`src/rtl/core/command_frame_segmenter_assert.svh`:
```
// Assertion macros shared by the segmenter RTL
`ifndef COMMAND_FRAME_SEGMENTER_ASSERT_SVH
`define COMMAND_FRAME_SEGMENTER_ASSERT_SVH
`ifndef SYNTHESIS
// Same-cycle implication
`define CFS_ASSERT_IMPLY(label, clk, rst, ante, cons, msg) \
  label: assert property (@(posedge clk) disable iff (rst) (ante) |-> (cons)) \
    else $error(msg);
// Next-cycle implication
`define CFS_ASSERT_NEXT(label, clk, rst, ante, cons, msg) \
  label: assert property (@(posedge clk) disable iff (rst) (ante) |=> (cons)) \
    else $error(msg);
`else
`define CFS_ASSERT_IMPLY(label, clk, rst, ante, cons, msg)
`define CFS_ASSERT_NEXT(label, clk, rst, ante, cons, msg)
`endif
`endif

```
`src/rtl/core/cfs_pkg.sv`:
```
package cfs_pkg;

  localparam int CHUNK_BYTES  = 68;
  localparam int FRAME_BYTES  = 72;
  localparam int HEADER_BYTES = 4;
  localparam int WORDS        = (FRAME_BYTES + 7) / 8;
  // one memory row per output word; row r holds chunk bytes 8r..8r+7
  localparam int RAM_ROWS     = WORDS;
  localparam int ROW_W        = $clog2(RAM_ROWS);
  localparam int FILL_W       = $clog2(CHUNK_BYTES + 1);
  localparam int POS_W        = ROW_W + 3;

  localparam logic [7:0] SYNC_FIRST_RST  = 8'h09;
  localparam logic [7:0] SYNC_SECOND_RST = 8'hD7;

  typedef enum logic [0:0] {
    CFG_SYNC_FIRST  = 1'b0,
    CFG_SYNC_SECOND = 1'b1
  } cfg_index_t;

  // frame context handed to the word packer
  typedef struct packed {
    logic              first_word;
    logic [ROW_W-1:0]  word_idx;
    logic [FILL_W-1:0] chunk_len;
    logic [7:0]        type_code;
    logic [7:0]        sync_first;
    logic [7:0]        sync_second;
  } pack_ctrl_t;

endpackage

```
`src/rtl/core/cfs_word_pack.sv`:
```
// Builds one 64-bit frame word: header bytes on the first word, then chunk
// bytes from the low half of the previous row and the high half of the current.
module cfs_word_pack (
  input  cfs_pkg::pack_ctrl_t ctrl,
  input  logic [31:0]         prev_tail,  // chunk bytes 4..7 of the previous row
  input  logic [31:0]         cur_head,   // chunk bytes 0..3 of the current row
  output logic [63:0]         word
);

  always_comb begin
    logic [cfs_pkg::POS_W-1:0] pos;
    logic [cfs_pkg::POS_W-1:0] data_idx;
    logic [7:0]                src;
    logic                      keep;
    word = '0;
    for (int j = 0; j < 8; j++) begin
      pos      = {ctrl.word_idx, 3'(j)};
      data_idx = pos - cfs_pkg::POS_W'(cfs_pkg::HEADER_BYTES);
      if (j < 4) begin
        src = prev_tail[31 - 8*j -: 8];
      end else begin
        src = cur_head[31 - 8*(j-4) -: 8];
      end
      // only bytes written into this chunk, and only inside the frame
      keep = (data_idx < cfs_pkg::POS_W'(ctrl.chunk_len)) &&
             (pos < cfs_pkg::POS_W'(cfs_pkg::FRAME_BYTES));
      if (ctrl.first_word && j < cfs_pkg::HEADER_BYTES) begin
        case (j)
          0:       word[63 - 8*j -: 8] = ctrl.sync_first;
          1:       word[63 - 8*j -: 8] = ctrl.sync_second;
          2:       word[63 - 8*j -: 8] = ctrl.type_code;
          default: word[63 - 8*j -: 8] = 8'(ctrl.chunk_len);
        endcase
      end else if (keep) begin
        word[63 - 8*j -: 8] = src;
      end
    end
  end

endmodule

```
`src/rtl/core/command_frame_segmenter.sv`:
```
// Command frame segmenter. Takes one datagram byte per cycle on the s_ side
// while collecting. A byte that fills the 68-byte chunk, or that carries
// s_tlast, closes the chunk and starts read-out of one 72-byte frame as nine
// 64-bit words on the m_ side (sync bytes, one-hot type from that byte's
// s_tuser, chunk length, data, zero padding; first frame byte in bits 63:56,
// m_tlast on the ninth word). The chunk sits in a 9-row by 64-bit memory with
// a registered read; read-out first primes that single read port and then
// sends one word per cycle unless m_tready is held low, and s_tready is low
// throughout. Sync bytes are written through cfg_we/cfg_index/cfg_data while
// idle; the user is bound to this, and the block itself does not enforce it.
// No clearing pass is needed after reset.
`include "command_frame_segmenter_assert.svh"

module command_frame_segmenter (
  input  logic        clk,
  input  logic        rst,
  // configuration writes
  input  logic        cfg_we,
  input  logic [0:0]  cfg_index,
  input  logic [7:0]  cfg_data,
  // byte input
  input  logic        s_tvalid,
  output logic        s_tready,
  input  logic [7:0]  s_tdata,   // [7:0] data_byte
  input  logic [2:0]  s_tuser,   // [2:0] source_index
  input  logic        s_tlast,   // datagram_end
  // frame word output
  output logic        m_tvalid,
  input  logic        m_tready,
  output logic [63:0] m_tdata,   // [63:0] frame_word
  output logic        m_tlast    // frame_end
);

  typedef enum logic [1:0] {
    ST_COLLECT = 2'b01,
    ST_EMIT    = 2'b10
  } state_t;

  state_t                       state;
  logic [cfs_pkg::FILL_W-1:0]   fill_count;
  logic [cfs_pkg::FILL_W-1:0]   chunk_len;
  logic [7:0]                   type_code;
  logic [7:0]                   sync_first;
  logic [7:0]                   sync_second;
  logic [cfs_pkg::ROW_W-1:0]    word_idx;
  logic [cfs_pkg::ROW_W-1:0]    rd_addr;
  logic                         data_ok;
  logic [63:0]                  rd_row;
  logic [31:0]                  prev_tail;
  logic [63:0]                  chunk_mem [cfs_pkg::RAM_ROWS];
  logic [63:0]                  pack_word;
  cfs_pkg::pack_ctrl_t          pack_ctrl;
  logic                         accept;
  logic                         closing;
  logic                         load;
  logic                         last_word;
  logic [5:0]                   lane_base;

  assign s_tready  = (state == ST_COLLECT);
  assign accept    = s_tvalid && s_tready;
  assign closing   = accept &&
                     (s_tlast || fill_count == cfs_pkg::FILL_W'(cfs_pkg::CHUNK_BYTES - 1));
  assign last_word = (word_idx == cfs_pkg::ROW_W'(cfs_pkg::WORDS - 1));
  assign load      = (state == ST_EMIT) && data_ok && (!m_tvalid || m_tready);
  // byte lane 0 sits in the top bits of a row
  assign lane_base = 6'd56 - {fill_count[2:0], 3'b000};

  // read the next row as soon as the current one is consumed
  always_comb begin
    rd_addr = word_idx;
    if (load && !last_word) begin
      rd_addr = word_idx + cfs_pkg::ROW_W'(1);
    end
  end

  // configuration registers
  always_ff @(posedge clk) begin
    if (rst) begin
      sync_first  <= cfs_pkg::SYNC_FIRST_RST;
      sync_second <= cfs_pkg::SYNC_SECOND_RST;
    end else if (cfg_we) begin
      unique case (cfg_index)
        cfs_pkg::CFG_SYNC_FIRST:  sync_first  <= cfg_data;
        cfs_pkg::CFG_SYNC_SECOND: sync_second <= cfg_data;
        default: ;
      endcase
    end
  end

  // chunk memory: byte writes, registered row read
  always_ff @(posedge clk) begin
    if (accept) begin
      chunk_mem[fill_count[cfs_pkg::FILL_W-1:3]][lane_base +: 8] <= s_tdata;
    end
    rd_row <= chunk_mem[rd_addr];
  end

  // collect / read-out control
  always_ff @(posedge clk) begin
    if (rst) begin
      state      <= ST_COLLECT;
      fill_count <= '0;
      word_idx   <= '0;
      data_ok    <= 1'b0;
    end else begin
      unique case (state)
        ST_COLLECT: begin
          data_ok <= 1'b0;
          if (closing) begin
            state      <= ST_EMIT;
            fill_count <= '0;
            word_idx   <= '0;
          end else if (accept) begin
            fill_count <= fill_count + cfs_pkg::FILL_W'(1);
          end
        end
        ST_EMIT: begin
          data_ok <= 1'b1;
          if (load) begin
            if (last_word) begin
              state    <= ST_COLLECT;
              word_idx <= '0;
              data_ok  <= 1'b0;
            end else begin
              word_idx <= word_idx + cfs_pkg::ROW_W'(1);
            end
          end
        end
        default: state <= ST_COLLECT;
      endcase
    end
  end

  // frame context of the chunk being sent
  always_ff @(posedge clk) begin
    if (closing) begin
      chunk_len <= fill_count + cfs_pkg::FILL_W'(1);
      type_code <= 8'(9'd1 << s_tuser);
    end
    if (load) begin
      prev_tail <= rd_row[31:0];
    end
  end

  assign pack_ctrl = '{
    first_word:  (word_idx == '0),
    word_idx:    word_idx,
    chunk_len:   chunk_len,
    type_code:   type_code,
    sync_first:  sync_first,
    sync_second: sync_second
  };

  cfs_word_pack u_pack (
    .ctrl      (pack_ctrl),
    .prev_tail (prev_tail),
    .cur_head  (rd_row[63:32]),
    .word      (pack_word)
  );

  // output register
  always_ff @(posedge clk) begin
    if (rst) begin
      m_tvalid <= 1'b0;
    end else if (load) begin
      m_tvalid <= 1'b1;
    end else if (m_tready) begin
      m_tvalid <= 1'b0;
    end
  end

  always_ff @(posedge clk) begin
    if (load) begin
      m_tdata <= pack_word;
      m_tlast <= last_word;
    end
  end

  `CFS_ASSERT_IMPLY(a_fill_in_range, clk, rst, s_tready, fill_count < cfs_pkg::FILL_W'(cfs_pkg::CHUNK_BYTES), "fill count beyond chunk while taking bytes")
  `CFS_ASSERT_NEXT(a_close_primes, clk, rst, closing, (state == ST_EMIT) && !data_ok && (word_idx == '0), "chunk close did not start read-out cleanly")
  `CFS_ASSERT_IMPLY(a_word_in_range, clk, rst, 1'b1, word_idx <= cfs_pkg::ROW_W'(cfs_pkg::WORDS - 1), "word index past end of frame")
  `CFS_ASSERT_NEXT(a_last_frees_input, clk, rst, load && last_word, state == ST_COLLECT, "read-out did not end after the final word")

endmodule
```
`config.mk`:
```
export PLATFORM = sky130hd
export DESIGN_NAME = command_frame_segmenter
export DESIGN_NICKNAME = d
export VERILOG_FILES = /design/src/rtl/core/cfs_pkg.sv /design/src/rtl/core/cfs_word_pack.sv /design/src/rtl/core/command_frame_segmenter.sv
export VERILOG_INCLUDE_DIRS = /design/src /design/src/rtl/core
export SDC_FILE = /design/constraint.sdc
export NUM_CORES = 1
export LEC_CHECK = 0
export BUFFER_PORTS_ARGS = -buffer_cell sky130_fd_sc_hd__buf_4
export CAP_MARGIN = 20
export CORE_MARGIN = 8
export CORE_UTILIZATION = 35
export DETAILED_ROUTE_END_ITERATION = 8
export PLACE_DENSITY = 0.6
export SLEW_MARGIN = 30
export SYNTH_ARGS = -nofsm -noshare
export SYNTH_HDL_FRONTEND = slang
export SYNTH_SLANG_ARGS = --single-unit
```
`constraint.sdc`:
```
create_clock -name clk -period 9.3 [get_ports clk]
set_clock_uncertainty 0.15 [all_clocks]
set_input_delay 0.465 -clock clk [delete_from_list [all_inputs] [get_ports clk]]
set_output_delay 0.465 -clock clk [all_outputs]
set_load 0.02 [all_outputs]
```
# Yosys cells after proc, flatten, opt, wreduce, memory -nomap -nowiden
# Memories as Yosys holds them, arrays and structs flattened. A register that Yosys moved wholly into a read port is not among the register bits.
# Index checks and enable logic that the tools add are counted.
[classes]
n_addsub = 12
n_lt_le_gt_ge = 16
n_eq_ne = 7
shift = 3
n_mux = 26
bitwise_logic = 2
n_reduce_logical = 27
[ops]
columns = ["operator", "n"]
rows = [
  ["$mux 64", 1],
  ["$shift 8x8->64 const A", 1],
  ["$shiftx 8x8->64", 1],
  ["$lt 7x7->1", 8],
  ["$lt 7x7->1 const B", 8],
  ["$sub 7x3->7 const B", 8],
  ["$mux 8", 6],
  ["$mux 7", 4],
  ["$mux 4", 4],
  ["$logic_and 1x1->1", 13],
  ["$neg 6->8", 1],
  ["$pmux 4 s2", 1],
  ["$shl 1x3->8 const A", 1],
  ["$add 7x1->7 const B", 1],
  ["$eq 7x7->1 const B", 1],
  ["$mux 2", 3],
  ["$reduce_and 2->1", 3],
  ["$reduce_and 3->1", 2],
  ["$reduce_bool 2->1", 3],
  ["$sub 6x6->6 const A", 1],
  ["$mux 1", 5],
  ["$add 4x1->4 const B", 1],
  ["$eq 4x4->1 const B", 1],
  ["$logic_not 4->1", 1],
  ["10 further kinds", 14],
]
[word_totals]
regBits = 143
ram_bits = 576
in_bits = 26
word_cells = 111
mem_count = 1
[memory_table]
columns = ["memory", "depth", "width", "rd", "rd_clocked_by_memory_dff", "wr", "line", "text"]
rows = [
  ["chunk_mem", 9, 64, 1, 1, 1, "command_frame_segmenter.sv:50", "logic [63:0] chunk_mem [cfs_pkg::RAM_ROWS];"],
]

# Logic depth before layout (Yosys ltp)
# Gate-level depths: netlist (run 1).
[logic_depth]
word_depth = 5
mapped_depth = 12

# Cells and area by module
# From an unflattened synthesis (run 1), not the netlist that was laid out.
[hier_totals]
cells_unflattened = 1924
area_unflattened_um2 = 32523.7
[modules_own_cells]
columns = ["module", "n_inst", "cells_each", "area_per_inst_um2", "seq_area_each_um2"]
rows = [
  ["command_frame_segmenter", 1, 1809, 31537.7, 22561.6],
  ["cfs_word_pack", 1, 115, 985.9, 0.0],
]

# Least setup slack after synthesis (run 1)
# OpenSTA, ideal clock, no wires.
[synth_timing]
kind = "reg-to-reg"
from = "register state[0]"
to = "register rd_row[18] (read register of chunk_mem)"
t_arrival_ps = 4126
t_required_ps = 9028
path_slack_ps = 4902
stages_incl_launch_ff = 11
path_cell_list = "dfxtp_1 > inv_1 > ha_1 > and2_1 > buf_4 > nand2_1 > inv_1 > nand3_1 > xnor2_2 > clkbuf_1 > a221o_1"
[synth_via]
elab_chain_cells = 5
[synth_rtl]
columns = ["element", "line", "text"]
rows = [
  ["from (decl)", "command_frame_segmenter.sv:39", "state_t state;"],
  ["from (signal assigned)", "command_frame_segmenter.sv:101", "state <= ST_COLLECT;"],
  ["from (signal assigned)", "command_frame_segmenter.sv:110", "state <= ST_EMIT;"],
  ["from (signal assigned)", "command_frame_segmenter.sv:121", "state <= ST_COLLECT;"],
  ["$eq 2x2->1", "command_frame_segmenter.sv:64", "assign load = (state == ST_EMIT) && data_ok && (!m_tvalid || m_tready);"],
  ["$logic_and 1x1->1 (2 in a row)", "command_frame_segmenter.sv:64", ""],
  ["net load", "command_frame_segmenter.sv:55", "logic load;"],
  ["$logic_and 1x1->1", "command_frame_segmenter.sv:71", "if (load && !last_word) begin"],
  ["$mux 4", "command_frame_segmenter.sv:71", ""],
  ["to (decl)", "command_frame_segmenter.sv:48", "logic [63:0] rd_row;"],
]
# The timed path passes the listed nets, and every way through them passes these cells.
# A chain may end at the register's enable or synchronous reset.

# Final worst setup path (run 1)
[layout_timing]
from = "register word_idx[1] (netlist name)"
to = "register rd_row[14] (read register of chunk_mem)"
[layout_via]
elab_chain_cells = 4
[layout_rtl]
columns = ["element", "line", "text"]
rows = [
  ["from (decl)", "command_frame_segmenter.sv:45", "logic [cfs_pkg::ROW_W-1:0] word_idx;"],
  ["from (signal assigned)", "command_frame_segmenter.sv:125", "word_idx <= word_idx + cfs_pkg::ROW_W'(1);"],
  ["parallel branches: the longest is 3 deep, another holds $add 4x1->4", "-", ""],
  ["$mux 4 (*)", "command_frame_segmenter.sv:71", ""],
]
# Mark *: on every way between the ends.

==> results by group, run 1 <==
Timing
  • Endpoints failing setup: 0
  • Setup_tns: 0 ns
  • Slew Limit Fails: 0
  • Final Hold Vio Count: 0
  • Post-route clock period utilization: 49.2%
  • Final min period: 4.58 ns
  • Hold Slack: 0.0411 ns
  • Fmax: 0.218 GHz
  • RSZ-0062 raised after global routing: no
  • Worst-Margin Slew: 1.02 ns
  • Max-slew headroom: 32.1%

Global route
  • First-pass GRT wire length: 127000 µm
  • Largest net degree at the start of global routing: 154
  • Vias in the first global route: 19400
  • Met1 usage: 21.5%
  • Most Crowded Layer GR: met2
  • Initial antenna violation count: 2
  • GRT overflow: 0
  • Total track usage: 16.4%
  • Met3 usage in global routing: 3.24%
  • Met2 GRT Util: 27.3%

Pwr
  • Switch Pwr: 0.00144 W
  • P per Cell Area: 192 nW/µm²
  • LEAKAGE: 12.9 nW
  • Combinational share of power: 1.7%
  • Pwr Total: 0.00715 W
  • Cell Int Power: 0.00571 W
  • Peak supply drop: 0.120 mV
  • Sequential Power Share: 53.4%
  • Clk pwr share: 44.9%
  • Sw Share: 20.2%

Logic synthesis
  • Synth Warn #: 0
  • Post-synth EDFFs: 688
  • Mean post-synth cell area: 16.0 µm²
  • Synth Register Bits: 783
  • Synth Cell Area: 32400 µm²
  • Seq/Total Area, Yosys: 69.6%
  • Gate Count Post-Synth: 2025
  • Ys flop type: edfxtp_1
  • Async S/R FF share, synth: 0%
  • Synth unique cells: 64
  • Syn nets: 2065

Floorplanning
  • Die ar.: 103000 µm²
  • Core Footprint: 91800 µm²
  • Starting Density: 35.3%
  • Die X: 320 µm
  • IO Count: 93
  • Rows: 111
  • Die Y: 320 µm

Clock network
  • Post-CTS sizing: 0
  • H-tree levels: 3
  • CTS tree: done
  • Clock Path Buffers: 3
  • Worst-skew pair later-pin latency: 0.64 ns
  • CTS Buf Count: 79
  • Root Driver: clkbuf_16
  • Worst-path clk slew: 0.06 ns
  • Clock Sink Count: 783

Routing
  • First-pass DRT Iterations: 6
  • Via-to-Cell Ratio: 5.65
  • DR vias: 19300
  • Drt wl/cell: 25.4 µm
  • Final wirelength: 86600 µm
  • Routed Antenna Nets: 0
  • DRC: 0
  • Initial DRC count: 1889

Placement
  • Placed Cells: 3248
  • Port buffer count: 92
  • Final RePlAce weighted congestion: 0.796
  • HPWL Detailed: 50800 µm

Setup path
  • Worst setup EP type: flip-flop
  • Worst reg2reg startpoint: word_idx[1]$_SDFFE_PP0P_
  • Worst R2R End: rd_row[14]$_DFF_P_
  • Setup Crit Path Kind: flip-flop to flip-flop
  • CP Data Required Time: 9.70 ns
  • Arr. time, crit path: 4.98 ns
  • Worst Setup SP: word_idx[1]$_SDFFE_PP0P_
  • R2R depth: 8
  • Crit start category: flip-flop
  • R2R setup slack: 4.72 ns
  • Worst-path maximum fanout: 64

Cells and area
  • Layout Nets: 2141
  • Area growth syn-to-layout: 14.8%
  • Layout cell share with drive strength beyond 1: 20.3%
  • Multi-input gate area: 9380 µm²
  • Finished Layout Cells: 3413
  • Storage cell area: 22600 µm²
  • Leading cell type in the layout, fill and taps excluded: edfxtp_1
  • # fillers: 8200
  • Most frequent cells in the layout: edfxtp_1, nand2_1, mux4_2

Min path
  • Hold Startpoint: s_tlast
  • Hold Path Class: input pin to flip-flop
  • Worst hold path depth: 4
  • Hold endpoint: fill_count[1]$_SDFFE_PP0P_

Flow run
  • Max-cap check violation count: 0

Run status
  • Status: finished, final reports clean
==> cell usage after synthesis (all sizes together), types with 17 or more instances <==
library cell / instances / share of area [%]
clkbuf: 87 / 1.0
o21ai: 60 / 0.93
nor2: 92 / 1.1
buf: 49 / 0.87
edfxtp: 688 / 64
o221ai: 55 / 1.5
o221a: 54 / 1.9
dfxtp: 95 / 5.9
nand2: 182 / 2.1
mux4: 130 / 9.0
and2: 93 / 1.8
a22o: 31 / 0.84
a21oi: 82 / 1.3
a221o: 65 / 2.0
mux2: 20 / 0.69
and3: 17 / 0.33
o22ai: 62 / 1.2
==> final cells by class <==
cell class              instances  area share [%]
diodes                          2          0.0134
clock buffers                 109            5.88
clock inverters                39            1.15
inverters                      14           0.155
multi-input cells            1092            25.2
flip-flops and latches        783            60.6
well taps                    1243            4.18
repair buffers                131            2.86
==> sequential cells by signal, indices dropped and copies added (netlist names) <==
signal,cells
chunk_mem,576
m_tdata,64
rd_row,64
prev_tail,32
sync_first,8
sync_second,8
type_code,8
chunk_len,7
fill_count,7
word_idx,4
state,2
data_ok,1
m_tlast,1
m_tvalid,1
==> power by group through the flow <==
stage	clock network, W	registers (W)	logic, W
after floorplan	0	0.00389	0.0000643
after global placement	0	0.00389	0.000111
after detailed placement	0	0.00389	0.000115
after CTS	0.00326	0.00382	0.000120
after global routing	0.00338	0.00382	0.000130
final	0.00321	0.00382	0.000120
==> worst max-delay path by stage <==
stage	slack, ns	to	cells after the start
6_report	4.72	rd_row[14]$_DFF_P_	8
5_1_grt	4.51	rd_row[14]$_DFF_P_	8
4_1_cts	4.69	rd_row[14]$_DFF_P_	8
3_5_place_dp	4.76	rd_row[14]$_DFF_P_	8
3_3_place_gp	4.82	rd_row[2]$_DFF_P_	8
2_1_floorplan	4.90	rd_row[18]$_DFF_P_	10
==> metal layers <==
layer	share of wire (%)	vias up
li1	-	8356
met5	0	-
met2	49	798
met1	41	9988
met4	2.7	0
met3	8.0	157
==> kinds of logic (layout without fill, tap and decap cells) <==
group / after synthesis / in the layout / share of synthesized area (%)
flip-flops: 783 / 783 / 69.6
AO/OA/AOI/OAI: 457 / 457 / 10.9
AND/OR/NAND/NOR: 453 / 453 / 6.71
multiplexers: 160 / 160 / 10.0
buffers and inverters: 150 / 293 / 2.05
adder cells (fa/ha/maj): 14 / 14 / 0.540
XOR/XNOR: 8 / 8 / 0.239
other: 0 / 2 / 0
==> stage by stage <==
step	utilization (%)	setup WS [ns]	cell area [µm²]
2_1_floorplan	-	4.90	32400
3_3_place_gp	37.4	4.82	34400
3_5_place_dp	37.5	4.76	34400
4_1_cts	40.5	4.69	37200
5_1_grt	40.6	4.51	37200
6_report	40.6	4.72	37200
==> worst max-delay path: stages, from the launching register on <==
cell and delay (ns):
dfxtp_4 0.94, inv_1 0.29, ha_4 0.62, inv_1 0.16
nand4_4 0.09, buf_4 0.75, mux2_4 0.94, o221a_1 0.33
a221o_1 0.16
==> repair_timing <==
action,4_1_cts,5_1_grt
buffers inserted,0,0
hold buffers,14,0
hold endpoints to repair,17,0
No activity file was read; power rests on OpenSTA's default activity.
==> inputs of run 2 (changes only) <==
--- a/config.mk
+++ b/config.mk
@@ -6,6 +6,7 @@
 export SDC_FILE = /design/constraint.sdc
 export NUM_CORES = 1
 export LEC_CHECK = 0
+export ABC_AREA = 1
 export BUFFER_PORTS_ARGS = -buffer_cell sky130_fd_sc_hd__buf_4
 export CAP_MARGIN = 20
 export CORE_MARGIN = 8
==> constraint.sdc (replaced) <==
create_clock -name clk -period 4.3 [get_ports clk]
set_clock_uncertainty 0.15 [all_clocks]
set_input_delay 0.215 -clock clk [delete_from_list [all_inputs] [get_ports clk]]
set_output_delay 0.215 -clock clk [all_outputs]
set_load 0.02 [all_outputs]
==> results by group, run 2 <==
Setup path
  • Worst setup EP type: flip-flop
  • Worst-path maximum fanout: 40
  • Arr. time, crit path: 3.74 ns
  • Most frequent CP cell: nand2_1
  • CP Data Required Time: 4.67 ns
  • Setup Crit Path Kind: flip-flop to flip-flop
  • Crit path cell chain: inv_1 > ha_1 > nand3_2 > nand3_4 > inv_1 > nand2_1 > nand2_2 > inv_2 > buf_12 > nand2_1 > nand2_1
  • Crit start category: flip-flop
  • Worst path max stage delay: 0.54 ns
  • Crit-path slowest cell: dfxtp_1

Flow run
  • Max-cap check violation count: 0

Pwr
  • P per Cell Area: 519 nW/µm²
  • Sw Share: 30.4%
  • Clk pwr share: 33.9%
  • Cell Int Power: 0.0138 W
  • LEAKAGE: 15.2 nW
  • Peak supply drop: 0.321 mV
  • Switch Pwr: 0.00602 W
  • Pwr Total: 0.0198 W
  • Sequential Power Share: 45.7%
  • Combinational share of power: 20.5%

Timing
  • Post-route clock period utilization: 78.5%
  • Final Hold Vio Count: 0
  • Max-slew headroom: 40.2%
  • Endpoints failing setup: 0
  • RSZ-0062 raised after global routing: no
  • Setup slack after layout: 0.927 ns
  • Slew Limit Fails: 0
  • Setup_tns: 0 ns
  • Worst-Margin Slew: 0.890 ns
  • Fmax: 0.296 GHz
  • Final min period: 3.37 ns

Logic synthesis
  • Share of the synthesized area in the top cell type: 63.5%
  • Mean post-synth cell area: 11.1 µm²
  • Post-synth top area cell: edfxtp_1
  • Synth Register Bits: 783
  • Synth Warn #: 0
  • Synth cell count leaders: edfxtp_1, nand3_1, nand2_1, inv_1, nand3b_1
  • Ys flop type: edfxtp_1
  • Synth Cell Area: 32600 µm²
  • Largest cells by area after synthesis: edfxtp_1, nand3_1, dfxtp_1
  • Seq/Total Area, Yosys: 69.3%
  • Synth unique cells: 30
  • Syn nets: 2965
  • Gate Count Post-Synth: 2925
  • Leading cell type by number of instances after synthesis: edfxtp_1
  • Async S/R FF share, synth: 0%
  • Post-synth EDFFs: 688

Routing
  • DRC: 0
  • First-pass DRT Iterations: 5
  • Routed Antenna Nets: 0
  • Via-to-Cell Ratio: 4.91
  • Initial DRC count: 2028
  • Final wirelength: 87900 µm
  • Drt wl/cell: 19.8 µm
  • DR vias: 21800

Floorplanning
  • Die X: 321 µm
  • Starting Density: 35.1%
  • Core Footprint: 92800 µm²
  • Die ar.: 103000 µm²
  • Rows: 112
  • Die Y: 321 µm
  • IO Count: 93

Clock network
  • Post CTS Setup Buffer Count: 0
  • Root Driver: clkbuf_16
  • Cts hold-fix bufs: 31
  • Clock Path Buffers: 3
  • Post-CTS sizing: 0
  • Clock Sink Count: 783
  • Worst-skew pair later-pin latency: 0.65 ns
  • Worst-path clk slew: 0.06 ns
  • H-tree levels: 3
  • CTS tree: done
  • CTS Buf Count: 79

Cells and area
  • # fillers: 8792
  • Most frequent cells in the layout: edfxtp_1, nand3_1, nand2_1
  • Leading cell type in the layout, fill and taps excluded: edfxtp_1
  • Number of flip-flops in the largest register: 576
  • Layout cell share with drive strength beyond 1: 11.4%
  • Antenna diode count: 0
  • Area growth syn-to-layout: 17.1%
  • Layout Nets: 3150

Placement
  • Worst slack at placement: 1.02 ns
  • Final RePlAce weighted congestion: 0.853
  • HPWL Detailed: 52600 µm
  • Port buffer count: 92

Global route
  • Total track usage: 16.8%
  • GRT overflow: 0
  • First-pass GRT wire length: 133000 µm
  • Largest net degree at the start of global routing: 137
  • Vias in the first global route: 21100
  • Initial antenna violation count: 2

Min path
  • Hold Path Class: input pin to flip-flop

Run status
  • Status: finished, final reports clean
-- run 2: per-layer routing --
layer  track usage, %  share of wire [%]
met5                0              0.023
met1             22.7                 43
met2             27.8                 48
met4             5.20                2.3
met3             2.71                7.4
-- run 2: area by class of cell --
cell class	instances	area [µm²]	area share, %
Clock buffer	105	2170	5.68
Clock inverter	43	365	0.958
Inverter	455	1710	4.48
Multi-Input combinational cell	1535	7640	20.0
Sequential cell	783	22600	59.2
Tap cell	1254	1570	4.11
Timing Repair Buffer	256	2130	5.58
-- run 2: per-stage QoR --
step	instance area, µm²	hold slack [ns]	util (%)	instances
floorplan	32600	0.195	-	2925
global placement	35300	0.237	38.0	4251
detailed placement	35300	0.239	38.0	4251
CTS	38100	0.00191	41.1	4430
global route	38100	0.0682	41.1	4431
finish	38100	0.0507	41.1	4431
-- run 2: kinds of logic (layout without fill, tap and decap cells) --
kind of cell | Yosys count | count (layout) | share of synthesized area (%)
AO/OA/AOI/OAI | 93 | 93 | 1.57
XOR/XNOR | 7 | 7 | 0.188
adder cells (fa/ha/maj) | 14 | 14 | 0.538
buffers and inverters | 607 | 859 | 7.54
flip-flops | 783 | 783 | 69.3
AND/OR/NAND/NOR | 1421 | 1421 | 20.9
-- run 2: power groups by stage --
stage	clock network (W)	registers (W)	logic [W]
global placement	0	0.00922	0.00400
floorplan	0	0.00910	0.00268
CTS	0.00682	0.00905	0.00408
detailed placement	0	0.00921	0.00403
global route	0.00710	0.00908	0.00453
finish	0.00671	0.00904	0.00405
-- run 2: final timing paths --
| kind | cells after the start | to | startpoint | slack, ns |
|---|---|---|---|---|
| max | 11 | rd_row[46]$_DFF_P_ | word_idx[0]$_SDFFE_PP0P_ | 0.93 |
| min | 3 | chunk_mem[7][52]$_DFFE_PP_ | s_tdata[4] | 0.05 |
| max reg2reg | 11 | rd_row[46]$_DFF_P_ | word_idx[0]$_SDFFE_PP0P_ | 0.93 |
| min reg2reg | 0 | prev_tail[29]$_DFFE_PN_ | rd_row[29]$_DFF_P_ | 0.25 |
-- run 2: worst max-delay path, delay by kind of cell (launching register included) --
| kind | cells | cell delay (ns) |
|---|---|---|
| buf+inv | 4 | 1.16 |
| simple gates | 6 | 1.02 |
| flops | 1 | 0.54 |
| fa+ha+maj | 1 | 0.32 |
==> inputs of run 3 (changes only) <==
==> constraint.sdc (replaced) <==
create_clock -name clk -period 3.2 [get_ports clk]
set_clock_uncertainty 0.15 [all_clocks]
set_input_delay 0.16 -clock clk [delete_from_list [all_inputs] [get_ports clk]]
set_output_delay 0.16 -clock clk [all_outputs]
set_load 0.02 [all_outputs]
==> results by group, run 3 (synthesized netlist as in run 2, its figures left out) <==
Run status
  • Status: finished, final reports clean

Min path
  • Worst hold path depth: 4
  • Hold Path Class: input pin to flip-flop

Cells and area
  • Finished Layout Cells: 4464
  • # fillers: 8760
  • Util after Layout: 41.7%
  • Leading cell type in the layout, fill and taps excluded: edfxtp_1
  • Post-Layout Inst Area: 38700 µm²
  • Area growth syn-to-layout: 18.8%
  • Most frequent cells in the layout: edfxtp_1, nand3_1, nand2_1
  • Number of flip-flops in the largest register: 576
  • Layout cell share with drive strength beyond 1: 12.4%
  • Layout Nets: 3180

Global route
  • Total track usage: 16.8%
  • Vias in the first global route: 21000
  • Initial antenna violation count: 1
  • GRT overflow: 0
  • Largest net degree at the start of global routing: 121
  • First-pass GRT wire length: 133000 µm

Timing
  • Slew Limit Fails: 0
  • Max-slew headroom: 38.8%
  • Fmax: 0.340 GHz
  • RSZ-0062 raised after global routing: no
  • Worst-Margin Slew: 0.915 ns
  • Post-route clock period utilization: 91.9%
  • Final min period: 2.94 ns
  • Final Hold Vio Count: 0
  • Endpoints failing setup: 0

Clock network
  • Worst-path clk slew: 0.06 ns
  • Clock Sink Count: 783
  • Worst-skew pair later-pin latency: 0.65 ns
  • H-tree levels: 3
  • Root Driver: clkbuf_16
  • CTS Buf Count: 83
  • Post-CTS sizing: 0
  • Clock Path Buffers: 3
  • CTS tree: done
  • Post CTS Setup Buffer Count: 0
  • Cts hold-fix bufs: 36

Pwr
  • P per Cell Area: 712 nW/µm²
  • Peak supply drop: 0.379 mV
  • LEAKAGE: 15.4 nW

Routing
  • Final wirelength: 88300 µm
  • First-pass DRT Iterations: 6
  • DR vias: 21800
  • Via-to-Cell Ratio: 4.88
  • Routed Antenna Nets: 0
  • Initial DRC count: 2034
  • Drt wl/cell: 19.8 µm
  • DRC: 0

Placement
  • Placed inst area: 35500 µm²
  • HPWL Detailed: 53700 µm
  • Placed Cells: 4273
  • Final RePlAce weighted congestion: 0.876
  • Port buffer count: 92

Setup path
  • Setup Crit Path Kind: flip-flop to flip-flop
  • Worst-path maximum fanout: 9
  • R2R depth: 7
  • Arr. time, crit path: 3.06 ns
  • CP Data Required Time: 3.32 ns
  • Worst setup EP type: flip-flop
  • Crit start category: flip-flop

Floorplanning
  • Die Y: 321 µm
  • Die ar.: 103000 µm²
  • Die X: 321 µm
  • Rows: 112
  • Core Footprint: 92800 µm²
  • IO Count: 93
  • Starting Density: 35.1%

Flow run
  • Max-cap check violation count: 0
## run 3: cell count changes in the layout (fill, tap and decap cells not counted), moves of 2 or more
| cell | change |
|---|---|
| inv_6 | +3 |
| dlygate4sd3_1 | +4 |
| clkinv_2 | -4 |
| buf_12 | +5 |
| nor2_2 | +6 |
| clkinvlp_4 | +2 |
| buf_4 | +17 |
| dfxtp_1 | -2 |
| nor2_1 | -6 |
| clkinv_8 | -3 |
| clkinv_4 | -2 |
| dfxtp_2 | +2 |
| clkbuf_16 | +5 |
| bufinv_16 | +5 |
## run 3: report_power, final
group	leakage, nW	internal (W)	switching, W
sequential	6.91	0.0119	0.000235
combinational	7.20	0.00174	0.00397
clock	1.34	0.00572	0.00399
## run 3: critical path: stages, from the launching register on
cell and delay, ns:
dfxtp_1 0.35, ha_1 0.25, ha_1 0.21, inv_1 0.08, nand2_1 0.08, nor2_1 0.14
nand4_1 0.43, nor2_1 0.87
## run 3: per-layer routing
layer	GRT usage (%)	vias to the layer above	routed length (µm)	part of all wire (%)
met1	22.2	10500	37000	42
li1	-	10300	-	-
met2	27.3	855	41500	47
met3	3.12	184	6830	7.7
met4	6.68	0	2940	3.3
met5	0	-	0	0
## run 3: per-stage QoR
stage | power [W] | setup TNS, ns | hold WS, ns | setup slack [ns]
after floorplan | 0.0159 | -20.75 | 0.140 | -0.362
after global placement | 0.0179 | 0 | 0.236 | 0.294
after detailed placement | 0.0180 | 0 | 0.239 | 0.305
after CTS | 0.0277 | 0 | 0.139 | 0.245
after global routing | 0.0287 | 0 | 0.159 | 0.0729
final | 0.0275 | 0 | 0.154 | 0.258
## run 3: path summary, 6_finish.rpt
path / start / end / slack, ns
setup / recovery: fill_count[0]$_SDFFE_PP0P_ / chunk_mem[1][49]$_DFFE_PP_ / 0.26
hold reg to reg: rd_row[21]$_DFF_P_ / prev_tail[21]$_DFFE_PN_ / 0.24
setup reg to reg: fill_count[0]$_SDFFE_PP0P_ / chunk_mem[1][49]$_DFFE_PP_ / 0.26
hold / removal: cfg_data[4] / sync_second[4]$_SDFFE_PP1P_ / 0.15
## run 3: layout make-up
type                       instances  area (µm²)  area share, %
tap                             1254        1570           4.06
clock inverter                    43         467           1.21
sequential                       783       22600           58.4
inverter                         455        1710           4.42
antenna                            1        2.50        0.00647
timing repair buffer             282        2390           6.19
clock buffer                     111        2300           5.94
multi-input combinational       1535        7670           19.8
